## config.mk

```make
export PLATFORM = sky130hd
export DESIGN_NAME = laurent_polynomial_evaluator_core
export DESIGN_NICKNAME = d
export VERILOG_FILES = /design/src/lpe_pkg.sv /design/src/lpe_ctrl.sv /design/src/lpe_datapath.sv /design/src/laurent_polynomial_evaluator_core.sv
export VERILOG_INCLUDE_DIRS = /design/src /design/src/src
export SDC_FILE = /design/constraint.sdc
export NUM_CORES = 2
export LEC_CHECK = 0
export ABC_CLOCK_PERIOD_IN_PS = 10140
export BUFFER_PORTS_ARGS = -buffer_cell sky130_fd_sc_hd__buf_4
export CORE_MARGIN = 2
export CORE_UTILIZATION = 50
export CTS_CLUSTER_DIAMETER = 30
export CTS_CLUSTER_SIZE = 30
export DETAILED_ROUTE_END_ITERATION = 7
export PLACE_DENSITY = 0.75
export SLEW_MARGIN = 10
export SYNTH_ARGS = -nofsm -noshare
export SYNTH_HDL_FRONTEND = slang
export SYNTH_HIERARCHICAL = 1
export SYNTH_SLANG_ARGS = --single-unit
```

## constraint.sdc

```tcl
create_clock -name aclk -period 10.14 [get_ports aclk]
set_clock_uncertainty 0.15 [all_clocks]
set_input_delay 0 -clock aclk [delete_from_list [all_inputs] [get_ports aclk]]
set_output_delay 0 -clock aclk [all_outputs]
set_load 0.02 [all_outputs]
```

## src/laurent_polynomial_evaluator_core_macros.svh

```systemverilog
`ifndef LAURENT_POLYNOMIAL_EVALUATOR_CORE_MACROS_SVH
`define LAURENT_POLYNOMIAL_EVALUATOR_CORE_MACROS_SVH

// Same-cycle implication, sampled on aclk, off while aresetn is low
`define LPE_ASSERT_IMP(lbl, ante, cons) \
    lbl: assert property (@(posedge aclk) disable iff (!aresetn) (ante) |-> (cons)) \
        else $error("lpe assertion failed");

// Next-cycle implication, sampled on aclk, off while aresetn is low
`define LPE_ASSERT_NXT(lbl, ante, cons) \
    lbl: assert property (@(posedge aclk) disable iff (!aresetn) (ante) |=> (cons)) \
        else $error("lpe assertion failed");

`endif

```

## src/lpe_pkg.sv

```systemverilog
package lpe_pkg;

    localparam int MAX_DEGREE  = 7;
    localparam int NUM_COEFS   = MAX_DEGREE + 1;
    localparam int PAIR_REGS   = 4;
    localparam int COEF_IDX_W  = $clog2(NUM_COEFS);
    localparam int DEG_W       = 4;
    localparam int X_W         = 16;
    localparam int Q_W         = 32;
    localparam int PROD_W      = Q_W + X_W;
    localparam int FRAC_X      = 12;
    localparam int DIV_BITS    = Q_W + FRAC_X;
    localparam int DIV_CNT_W   = $clog2(DIV_BITS);
    localparam int CFG_IDX_W   = 3;
    localparam int CFG_DATA_W  = 64;
    localparam int S_TDATA_W   = 16;
    localparam int M_TDATA_W   = 40;

    localparam logic [CFG_IDX_W-1:0] REG_DEGREE     = 3'd0;
    localparam logic [CFG_IDX_W-1:0] REG_COEF_PAIR0 = 3'd1;

    localparam logic signed [Q_W-1:0] Q_MAX = {1'b0, {(Q_W-1){1'b1}}};
    localparam logic signed [Q_W-1:0] Q_MIN = {1'b1, {(Q_W-1){1'b0}}};

    typedef logic [COEF_IDX_W-1:0] coef_idx_t;

    typedef enum logic [2:0] {
        ST_IDLE,
        ST_MUL_PROD,
        ST_MUL_ACC,
        ST_DIV_INIT,
        ST_DIV_ITER,
        ST_DIV_ACC,
        ST_WRITE
    } lpe_state_t;

    typedef struct packed {
        logic      load;
        logic      mul_prod;
        logic      mul_acc;
        logic      div_init;
        logic      div_iter;
        logic      div_acc;
        logic      write_out;
        coef_idx_t coef_idx;
    } lpe_cmd_t;

    typedef struct packed {
        coef_idx_t deg_mag;
        logic      deg_neg;
        logic      out_free;
    } lpe_status_t;

endpackage

```

## src/lpe_ctrl.sv

```systemverilog
`include "laurent_polynomial_evaluator_core_macros.svh"

module lpe_ctrl (
    input  logic                aclk,
    input  logic                aresetn,
    input  logic                s_tvalid,
    output logic                s_tready,
    input  lpe_pkg::lpe_status_t status,
    output lpe_pkg::lpe_cmd_t    cmd
);
    import lpe_pkg::*;

    lpe_state_t             state_reg, state_next;
    coef_idx_t              k_reg, k_next;
    logic [DIV_CNT_W-1:0]   bit_cnt_reg, bit_cnt_next;

    always_ff @(posedge aclk) begin
        if (!aresetn) begin
            state_reg   <= ST_IDLE;
            k_reg       <= '0;
            bit_cnt_reg <= '0;
        end else begin
            state_reg   <= state_next;
            k_reg       <= k_next;
            bit_cnt_reg <= bit_cnt_next;
        end
    end

    always_comb begin
        state_next   = state_reg;
        k_next       = k_reg;
        bit_cnt_next = bit_cnt_reg;
        s_tready     = 1'b0;
        cmd          = '0;
        cmd.coef_idx = k_reg - coef_idx_t'(1);
        unique case (state_reg)
            ST_IDLE: begin
                s_tready     = 1'b1;
                cmd.coef_idx = status.deg_mag;
                if (s_tvalid) begin
                    cmd.load = 1'b1;
                    k_next   = status.deg_mag;
                    if (status.deg_mag == '0) begin
                        state_next = ST_WRITE;
                    end else if (status.deg_neg) begin
                        state_next = ST_DIV_INIT;
                    end else begin
                        state_next = ST_MUL_PROD;
                    end
                end
            end
            ST_MUL_PROD: begin
                cmd.mul_prod = 1'b1;
                state_next   = ST_MUL_ACC;
            end
            ST_MUL_ACC: begin
                cmd.mul_acc = 1'b1;
                k_next      = k_reg - coef_idx_t'(1);
                state_next  = (k_reg == coef_idx_t'(1)) ? ST_WRITE : ST_MUL_PROD;
            end
            ST_DIV_INIT: begin
                cmd.div_init = 1'b1;
                bit_cnt_next = '0;
                state_next   = ST_DIV_ITER;
            end
            ST_DIV_ITER: begin
                cmd.div_iter = 1'b1;
                if (bit_cnt_reg == DIV_CNT_W'(DIV_BITS - 1)) begin
                    state_next = ST_DIV_ACC;
                end else begin
                    bit_cnt_next = bit_cnt_reg + DIV_CNT_W'(1);
                end
            end
            ST_DIV_ACC: begin
                cmd.div_acc = 1'b1;
                k_next      = k_reg - coef_idx_t'(1);
                state_next  = (k_reg == coef_idx_t'(1)) ? ST_WRITE : ST_DIV_INIT;
            end
            ST_WRITE: begin
                if (status.out_free) begin
                    cmd.write_out = 1'b1;
                    state_next    = ST_IDLE;
                end
            end
            default: begin
                state_next = ST_IDLE;
            end
        endcase
    end

    `LPE_ASSERT_NXT(a_accept_leaves_idle, s_tvalid && s_tready, state_reg != ST_IDLE)
    `LPE_ASSERT_IMP(a_step_has_coef, cmd.mul_acc || cmd.div_acc, k_reg != '0)

endmodule

```

## src/lpe_datapath.sv

```systemverilog
`include "laurent_polynomial_evaluator_core_macros.svh"

module lpe_datapath (
    input  logic                              aclk,
    input  logic                              aresetn,
    input  logic                              cfg_wr_en,
    input  logic [lpe_pkg::CFG_IDX_W-1:0]     cfg_index,
    input  logic [lpe_pkg::CFG_DATA_W-1:0]    cfg_data,
    input  logic [lpe_pkg::S_TDATA_W-1:0]     s_tdata,
    output logic                              m_tvalid,
    input  logic                              m_tready,
    output logic [lpe_pkg::M_TDATA_W-1:0]     m_tdata,
    input  lpe_pkg::lpe_cmd_t                 cmd,
    output lpe_pkg::lpe_status_t              status
);
    import lpe_pkg::*;

    logic [DEG_W-1:0]          degree_reg;
    logic signed [Q_W-1:0]     coef_reg [NUM_COEFS];
    logic signed [X_W-1:0]     x_reg;
    logic signed [Q_W-1:0]     acc_reg, acc_next;
    logic signed [PROD_W-1:0]  prod_reg;
    logic [DIV_BITS-1:0]       quo_reg;
    logic [X_W-1:0]            rem_reg;
    logic [X_W-1:0]            den_reg;
    logic                      neg_q_reg;
    logic                      ovf_reg, ovf_next;
    logic                      dz_reg;
    logic                      m_tvalid_reg;
    logic [M_TDATA_W-1:0]      m_tdata_reg;

    logic [DEG_W:0]            mag_full;
    logic signed [X_W-1:0]     x_in;
    logic signed [Q_W-1:0]     coef_sel;
    logic signed [PROD_W:0]    prod_rnd;
    logic signed [Q_W-1:0]     step_val;
    logic                      step_ovf;
    logic signed [Q_W:0]       sum_val;
    logic [X_W:0]              trial;
    logic                      trial_ge;
    logic [Q_W-1:0]            acc_abs;
    logic [X_W-1:0]            x_abs;

    assign x_in     = $signed(s_tdata[X_W-1:0]);
    assign mag_full = degree_reg[DEG_W-1] ? (DEG_W+1)'(0) - {degree_reg[DEG_W-1], degree_reg}
                                          : {1'b0, degree_reg};
    assign status.deg_neg  = degree_reg[DEG_W-1];
    assign status.deg_mag  = (mag_full > (DEG_W+1)'(MAX_DEGREE)) ? COEF_IDX_W'(MAX_DEGREE)
                                                                 : COEF_IDX_W'(mag_full);
    assign status.out_free = !m_tvalid_reg || m_tready;

    assign coef_sel = coef_reg[cmd.coef_idx];
    assign acc_abs  = acc_reg[Q_W-1] ? Q_W'(0) - Q_W'(acc_reg) : Q_W'(acc_reg);
    assign x_abs    = x_reg[X_W-1] ? X_W'(0) - X_W'(x_reg) : X_W'(x_reg);
    assign prod_rnd = $signed({prod_reg[PROD_W-1], prod_reg}) + (PROD_W+1)'(2048);
    assign trial    = {rem_reg, quo_reg[DIV_BITS-1]};
    assign trial_ge = trial >= {1'b0, den_reg};

    always_comb begin
        step_val = '0;
        step_ovf = 1'b0;
        if (cmd.mul_acc) begin
            if (prod_rnd[PROD_W:Q_W+FRAC_X-1] != '0 && prod_rnd[PROD_W:Q_W+FRAC_X-1] != '1) begin
                step_val = prod_rnd[PROD_W] ? Q_MIN : Q_MAX;
                step_ovf = 1'b1;
            end else begin
                step_val = prod_rnd[Q_W+FRAC_X-1:FRAC_X];
            end
        end else if (x_reg == '0) begin
            if (acc_reg > 0) begin
                step_val = Q_MAX;
                step_ovf = 1'b1;
            end else if (acc_reg < 0) begin
                step_val = Q_MIN;
                step_ovf = 1'b1;
            end
        end else if (neg_q_reg) begin
            if (quo_reg > DIV_BITS'({1'b1, {(Q_W-1){1'b0}}})) begin
                step_val = Q_MIN;
                step_ovf = 1'b1;
            end else begin
                step_val = $signed(Q_W'(0) - quo_reg[Q_W-1:0]);
            end
        end else begin
            if (quo_reg > DIV_BITS'(Q_MAX)) begin
                step_val = Q_MAX;
                step_ovf = 1'b1;
            end else begin
                step_val = $signed(quo_reg[Q_W-1:0]);
            end
        end
    end

    always_comb begin
        sum_val  = {step_val[Q_W-1], step_val} + {coef_sel[Q_W-1], coef_sel};
        acc_next = sum_val[Q_W-1:0];
        ovf_next = ovf_reg | step_ovf;
        if (sum_val[Q_W] != sum_val[Q_W-1]) begin
            acc_next = sum_val[Q_W] ? Q_MIN : Q_MAX;
            ovf_next = 1'b1;
        end
    end

    always_ff @(posedge aclk) begin
        if (!aresetn) begin
            degree_reg <= '0;
            for (int i = 0; i < NUM_COEFS; i++) begin
                coef_reg[i] <= '0;
            end
        end else if (cfg_wr_en) begin
            if (cfg_index == REG_DEGREE) begin
                degree_reg <= cfg_data[DEG_W-1:0];
            end
            for (int p = 0; p < PAIR_REGS; p++) begin
                if (cfg_index == REG_COEF_PAIR0 + CFG_IDX_W'(p)) begin
                    if (2 * p <= MAX_DEGREE) begin
                        coef_reg[2*p] <= $signed(cfg_data[Q_W-1:0]);
                    end
                    if (2 * p + 1 <= MAX_DEGREE) begin
                        coef_reg[2*p+1] <= $signed(cfg_data[2*Q_W-1:Q_W]);
                    end
                end
            end
        end
    end

    always_ff @(posedge aclk) begin
        if (cmd.load) begin
            x_reg   <= x_in;
            acc_reg <= coef_sel;
            ovf_reg <= 1'b0;
            dz_reg  <= status.deg_neg && (x_in == '0);
        end
        if (cmd.mul_prod) begin
            prod_reg <= PROD_W'(acc_reg) * PROD_W'(x_reg);
        end
        if (cmd.mul_acc || cmd.div_acc) begin
            acc_reg <= acc_next;
            ovf_reg <= ovf_next;
        end
        if (cmd.div_init) begin
            quo_reg   <= {acc_abs, {FRAC_X{1'b0}}} + DIV_BITS'(x_abs >> 1);
            rem_reg   <= '0;
            den_reg   <= x_abs;
            neg_q_reg <= acc_reg[Q_W-1] ^ x_reg[X_W-1];
        end
        if (cmd.div_iter) begin
            quo_reg <= {quo_reg[DIV_BITS-2:0], trial_ge};
            rem_reg <= trial_ge ? X_W'(trial - {1'b0, den_reg}) : X_W'(trial);
        end
        if (cmd.write_out) begin
            m_tdata_reg <= {{(M_TDATA_W-Q_W-2){1'b0}}, dz_reg, ovf_reg, acc_reg};
        end
    end

    always_ff @(posedge aclk) begin
        if (!aresetn) begin
            m_tvalid_reg <= 1'b0;
        end else if (cmd.write_out) begin
            m_tvalid_reg <= 1'b1;
        end else if (m_tready) begin
            m_tvalid_reg <= 1'b0;
        end
    end

    assign m_tvalid = m_tvalid_reg;
    assign m_tdata  = m_tdata_reg;

    `LPE_ASSERT_IMP(a_no_overwrite, cmd.write_out, !m_tvalid_reg || m_tready)
    `LPE_ASSERT_NXT(a_write_shows, cmd.write_out, m_tvalid_reg)

endmodule

```

## src/laurent_polynomial_evaluator_core.sv

```systemverilog
// Laurent polynomial evaluator: one Q16.16 result per Q3.12 point x.
// Input stream: s_tdata[15:0] = x_value, taken when s_tvalid and s_tready are high.
// Output stream: m_tdata[31:0] = poly_value, [32] = overflow, [33] = div_by_zero,
// [39:34] zero. One result beat per input beat, in order.
// Config: cfg_wr_en with cfg_index 0 = degree (cfg_data[3:0], signed), 1..4 =
// coefficient pairs (low word even coefficient, high word odd). Write only while idle.
// One point is in work at a time; s_tready is high only when the engine is idle.
// After accept the engine runs m steps (m = degree magnitude, capped at 7), then
// waits in its write state until the output register is free and writes the result.
// The engine is idle again in the cycle after the write.
// A positive-degree step is a multiply state followed by a round/saturate/add state.
// A negative-degree step runs a restoring divider at one quotient bit per cycle
// over 44 bits, plus setup and round/saturate/add cycles.
// The result sits in an output register, so the next point is accepted while a
// result waits; a stalled receiver holds the engine at its final step only when
// the next result is ready and the register is still full.
// Reset (aresetn low, synchronous) clears degree and coefficients to zero, empties
// the output register and returns the engine to idle.
module laurent_polynomial_evaluator_core (
    input  logic                           aclk,
    input  logic                           aresetn,
    input  logic                           cfg_wr_en,
    input  logic [lpe_pkg::CFG_IDX_W-1:0]  cfg_index,
    input  logic [lpe_pkg::CFG_DATA_W-1:0] cfg_data,
    input  logic                           s_tvalid,
    output logic                           s_tready,
    input  logic [lpe_pkg::S_TDATA_W-1:0]  s_tdata,   // [15:0] x_value
    output logic                           m_tvalid,
    input  logic                           m_tready,
    output logic [lpe_pkg::M_TDATA_W-1:0]  m_tdata    // [31:0] poly_value, [32] overflow,
                                                      // [33] div_by_zero
);
    import lpe_pkg::*;

    lpe_cmd_t    cmd;
    lpe_status_t status;

    lpe_ctrl u_ctrl (
        .aclk     (aclk),
        .aresetn  (aresetn),
        .s_tvalid (s_tvalid),
        .s_tready (s_tready),
        .status   (status),
        .cmd      (cmd)
    );

    lpe_datapath u_datapath (
        .aclk      (aclk),
        .aresetn   (aresetn),
        .cfg_wr_en (cfg_wr_en),
        .cfg_index (cfg_index),
        .cfg_data  (cfg_data),
        .s_tdata   (s_tdata),
        .m_tvalid  (m_tvalid),
        .m_tready  (m_tready),
        .m_tdata   (m_tdata),
        .cmd       (cmd),
        .status    (status)
    );

endmodule

```

# ---- Yosys cells after proc, flatten, opt, wreduce, memory -nomap -nowiden
# Memories as Yosys holds them, arrays and structs flattened.
# Index checks and enable logic that the tools add are counted.
dict set report word_totals {
  ff_bits 226
  ram_bits 256
  n_memories 1
}
# name depth width rd rd_clocked_by_memory_dff wr line_no
set mem_list {}
lappend mem_list {u_datapath.coef_reg 8 32 1 0 8 lpe_datapath.sv:19} ;# logic signed [Q_W-1:0] coef_reg [NUM_COEFS];
dict set report classes {
  addsub 10
  mul 1
  magnitude_cmp 6
  eq_ne 18
  muxes 83
  bitwise 10
  reduce_logical 21
}
# cell n
set ops {}
lappend ops {{2-to-1 mux 32 bit} 22}
lappend ops {{2-to-1 mux 44 bit} 2}
lappend ops {{2-to-1 mux 16 bit} 4}
lappend ops {{subtractor 1 x 32 -> 32 bit, first input constant} 2}
lappend ops {{adder 48 x 13 -> 49 bit, second input constant} 1}
lappend ops {{multiplier 32 x 16 -> 48 bit} 1}
lappend ops {{adder 44 x 15 -> 44 bit} 1}
lappend ops {{greater-than comparator 44 x 31 -> 1 bit, second input constant} 1}
lappend ops {{greater-than comparator 44 x 32 -> 1 bit, second input constant} 1}
lappend ops {{2-to-1 mux 1 bit} 40}
lappend ops {{adder 32 x 32 -> 33 bit} 1}
lappend ops {{greater-than comparator 32 x 1 -> 1 bit, second input constant} 1}
lappend ops {{logical NOT 16 bit} 2}
lappend ops {{less-than comparator 32 x 1 -> 1 bit, second input constant} 1}
lappend ops {{2-to-1 mux 3 bit} 9}
lappend ops {{case mux 3 bit (7 select lines)} 1}
lappend ops {{>= comparator 17 x 16 -> 1 bit} 1}
lappend ops {{subtractor 1 x 16 -> 16 bit, first input constant} 1}
lappend ops {{subtractor 16 bit} 1}
lappend ops {{== test 3 x 2 -> 1 bit, second input constant} 4}
lappend ops {{== test 3 bit, second input constant} 4}
lappend ops {{case mux 6 bit (2 select lines)} 1}
lappend ops {{nonzero test 2 bit} 5}
lappend ops {{== test 3 x 1 -> 1 bit, second input constant} 3}
lappend ops {{23 further kinds} 39}

# ---- Longest topological paths before layout
# An unclocked memory read counts as a cell.
dict set report logic_depth {
  ltp_word 10
  depth_mapped 28
  depth_no_buf 23
}

# ---- Hierarchy
# The synthesis kept the hierarchy.
# mod instances cells_per_inst area_per_inst_um2 seq_area_each_um2
set modules_own_cells {}
lappend modules_own_cells {lpe_datapath 1 4265 42726.0 13733.2}
lappend modules_own_cells {lpe_ctrl 1 109 849.6 240.2}

# ---- Worst setup path after synthesis
# No wires, ideal clock.
dict set report synth_path {
  path_kind {register to register}
  from {register u_datapath.acc_reg[31]}
  to {register u_datapath.prod_reg[45], data pin}
  arrival_ns 7.422
  path_slack_ns 2.309
  path_stages_with_launch 27
  n_path_buf 6
  synth_period_minus_slack_ns 7.831
  path_cell_list {edfxtp_1 -> clkbuf_1 -> clkbuf_1 -> clkbuf_1 -> clkbuf_1 -> clkbuf_1 -> clkbuf_1 -> nand2_1 -> inv_1 -> fa_1 -> fa_1 -> fa_1 -> fa_1 -> fa_1 -> inv_1 -> fa_1 -> inv_1 -> ha_1 -> a21oi_1 -> o21bai_1 -> a21o_1 -> a21o_1 -> a21o_1 -> a21oi_1 -> o2111ai_1 -> a31oi_1 -> xnor2_1}
}
dict set report synth_between {
  elab_chain_cells 1
}
# item line_no
set synth_rtl {}
lappend synth_rtl {{from (decl)} lpe_datapath.sv:21} ;# logic signed [Q_W-1:0] acc_reg, acc_next;
lappend synth_rtl {{from (signal assigned)} lpe_datapath.sv:130} ;# acc_reg <= coef_sel;
lappend synth_rtl {{from (signal assigned)} lpe_datapath.sv:138} ;# acc_reg <= acc_next;
lappend synth_rtl {{multiplier 32 x 16 -> 48 bit} lpe_datapath.sv:135} ;# prod_reg <= PROD_W'(acc_reg) * PROD_W'(x_reg);
lappend synth_rtl {{to (signal assigned)} lpe_datapath.sv:135}
lappend synth_rtl {{to (decl)} lpe_datapath.sv:22} ;# logic signed [PROD_W-1:0] prod_reg;
# No other way between the ends.
# A chain may end at the register's enable or synchronous reset.

# ---- Worst setup path in the final report
dict set report layout_path {
  from {register u_datapath.acc_reg[18]}
  to {register u_datapath.acc_reg[3], data pin}
}
dict set report layout_between {
  elab_chain_cells 9
  word_cells_on_any_way 11
  classes_between {add/sub: 1; order compare: 2; eq/ne: 1; mux: 7}
}
# item line_no
set layout_rtl {}
lappend layout_rtl {{less-than comparator 32 x 1 -> 1 bit} lpe_datapath.sv:73} ;# end else if (acc_reg < 0) begin
lappend layout_rtl {{2-to-1 mux 32 bit} lpe_datapath.sv:73}
lappend layout_rtl {{2-to-1 mux 32 bit (*)} lpe_datapath.sv:70} ;# if (acc_reg > 0) begin
lappend layout_rtl {{2-to-1 mux 32 bit (*)} lpe_datapath.sv:69} ;# end else if (x_reg == '0) begin
lappend layout_rtl {{2-to-1 mux 32 bit (*)} lpe_datapath.sv:62} ;# if (cmd.mul_acc) begin
lappend layout_rtl {{adder 32 x 32 -> 33 bit (*)} lpe_datapath.sv:95} ;# sum_val = {step_val[Q_W-1], step_val} + {coef_sel[Q_W-1], coef_sel};
lappend layout_rtl {{2-to-1 mux 32 bit / != test 1 bit (equally long branches)} {lpe_datapath.sv:99, lpe_datapath.sv:98}}
lappend layout_rtl {{2-to-1 mux 32 bit (*)} lpe_datapath.sv:98} ;# if (sum_val[Q_W] != sum_val[Q_W-1]) begin
lappend layout_rtl {{2-to-1 mux 32 bit (*)} lpe_datapath.sv:137} ;# if (cmd.mul_acc || cmd.div_acc) begin
# Every way passes the cells marked *; elsewhere a longest branch is shown, timed or not.

==> metrics.yaml <==
io_pins: 130
dpl.hpwl_um: 81600
vias_per_cell: 5.66
syn_inst: 4374
worst_skew_pair.late_latency_ps: 650
wl_per_cell_um: 20.2
clock_path_buffers: 3
die_height_um: 299
synthSimpleGateAreaFrac: 0.155
synth_edf_count: 454
numClockSinks: 471
critPathKind: "flop to flop"
yosysWarnings: 6
grt_pass1_wl_um: 184000
hold_path.class: "input pin to flop"
grt_pass1_vias: 33500
worstMarginPinSlew_ps: 1210
critPathMaxStageDelay_ps: 860
fin_crit_ps: 8760
synth_top_family_by_area: "adder cells"
port_buffers: 123
cp_max_fo: 24
max_clock_freq_mhz: 114
num_vias: 32500
final_core_util: 0.574
post-place-ws_ps: 1810
ys.flop_type: "edfxtp_1"
grt_usage: 0.263
synth_compound_area_frac: 0.0812
ys_ff_latch: 471
postCtsSetupBuffers: 0
cts_max_level: 3
synth_xor_xnor_area_share: 0.0372
drive_gt1_frac: 0.112
clkTransAtPathRegs_ps: 50
area_growth_syn_to_layout_pct: 14.2
fin_crit_sh: 0.864
final.setup.worst_slack_ps: 1380
dr.pass1.iters: 5
final.setup.tns_ps: 0
antenna_found_initial: 1
fillers: 7066
rsz0062_at_grt: "false"
synthMuxAreaShare: 0.0499
initial_core_util: 0.503
largest_register_ffs: 256
cts_resized: 0
critPathLaunchType: "flop"
maxSlewViolCount: 0
critPathTopFamily: "compound AO/OA/AOI/OAI gates"
crit_arrival_ps: 8950
routed_wl_um: 116000
synthAdderAreaFrac: 0.274
path_cells: "nor4_1, nor4b_1, and4_1, nand3_1, or3_1, inv_1, ha_1, o21ai_1, buf_4, a21oi_1, o21ai_0, o21ai_1, ha_1, a21oi_1, nand2b_1, o311a_1, o21ai_1, a21oi_1, o311a_1, nor2_2, o21ai_0, o21ai_0"
grt_max_degree: 99
setup_viol: 0
slowest_stage: "a21oi_1"
hold_buffers: 107
dr.first_iter.drc_count: 3112
cp.buffers_inverters: 2
route.detailed.drc: 0
timing.slew.headroom: 0.189
cts_root_buf: "clkbuf_16"
coreArea_um2: 86600
cts_tree: "built"
fin_nets: 5270
async_flop_share: 0
place.gp.congestion: 0.954
ys_seq_area_frac: 0.321
overflow: 0
drv_cap: 0
finalHoldViolations: 0
status: "finished, final reports clean"
rows: 108
ant_nets: 0
avgSynthCellArea_um2: 9.96
die_area_um2: 89500
cts_made_buffers: 88
synth_area_um2: 43600
critPathRequiredTime_ps: 10330
synth_cell_types: 99
cp-end-kind: "flop"
die_width_um: 299
==> synthesized netlist by cell type, drive strengths merged, types with 47 or more instances <==
cell type	count	area, um2
fa	488	9770
xor2	62	543
a21o	54	405
nand2	504	1890
a21oi	143	716
clkbuf	203	762
o21ai	156	781
xnor2	123	1080
inv	704	2640
nor2	390	1460
and2	203	1270
ha	173	2160
mux2	47	529
nor3	61	317
edfxtp	454	13600
mux4	65	1460
==> routing by layer <==
layer	up-vias	global-route usage	wire length, um
li1	14600	-	-
met1	16100	0.360	46500
met4	0	0.0856	3730
met3	252	0.0466	11000
met2	1594	0.428	54800
met5	-	0	0
==> worst register-to-register path, delay by kind of cell (launching register included) <==
kind,cells,cell delay [ps]
AO/OA/AOI/OAI,11,3720
AND/OR/NAND/NOR,7,3040
flip-flops,1,800
adder cells (fa/ha/maj),2,440
buffers and inverters,2,320
==> worst paths after layout <==
check	endpoint	depth (start not counted)	startpoint	slack (ps)
setup / recovery	u_datapath/acc_reg[3]	22	u_datapath/acc_reg[18]	1380
hold / removal	u_datapath/coef_reg[4][6]	4	cfg_index[1]	50
setup reg to reg	u_datapath/acc_reg[3]	22	u_datapath/acc_reg[18]	1380
hold reg to reg	u_datapath/m_tdata[33]	0	u_datapath/dz_reg	260
==> stage by stage <==
stage	std cells	instance area (um2)	hold slack, ps
floorplan	4379	43600	-51.1
CTS	5751	49700	25.5
finish	5752	49700	45.5
detailed placement	5479	45600	42.4
global route	5751	49700	75.7
global placement	5479	45600	42.3
==> kinds of logic (layout without fill, tap and decap cells) <==
logic type	after synthesis	count (layout)
and+or+nand+nor	1421	1421
buffers and inverters	947	1164
adders and majority gates	661	661
AOI/OAI and AO/OA	558	558
DFF	471	471
xor gates and xnor gates	185	185
muxes	130	130
other	1	7
==> placed cells by master (no fill, tap or decap), drive strengths merged, types with 21 or more instances in the layout <==
master       instances
a21o                54
a21oi              143
a31oi               27
and2               203
buf                187
clkbuf              97
clkinv              29
dlygate4sd3        107
edfxtp             454
fa                 488
ha                 173
inv                718
mux2                47
mux4                65
nand2              504
nand2b              24
nand3               39
nand4               25
nor2               390
nor2b               31
nor3                61
nor4                22
o21ai              156
o31ai               21
or2                 21
or3                 29
xnor2              123
xor2                62
==> layout make-up <==
| cell class | count | area (um2) | share of cell area |
|---|---|---|---|
| diodes | 1 | 2.50 | 0.0000503 |
| clock buffers | 97 | 2260 | 0.0454 |
| clock inverters | 68 | 835 | 0.0168 |
| inverters | 705 | 2650 | 0.0532 |
| multi-input cells | 2961 | 26100 | 0.525 |
| flip-flops and latches | 471 | 14000 | 0.281 |
| well taps | 1155 | 1450 | 0.0291 |
| repair buffers | 294 | 2470 | 0.0498 |
Power is left out: the tool's default activity adds up to more than one toggle a clock period on the data nets, which glitch-free logic cannot reach.
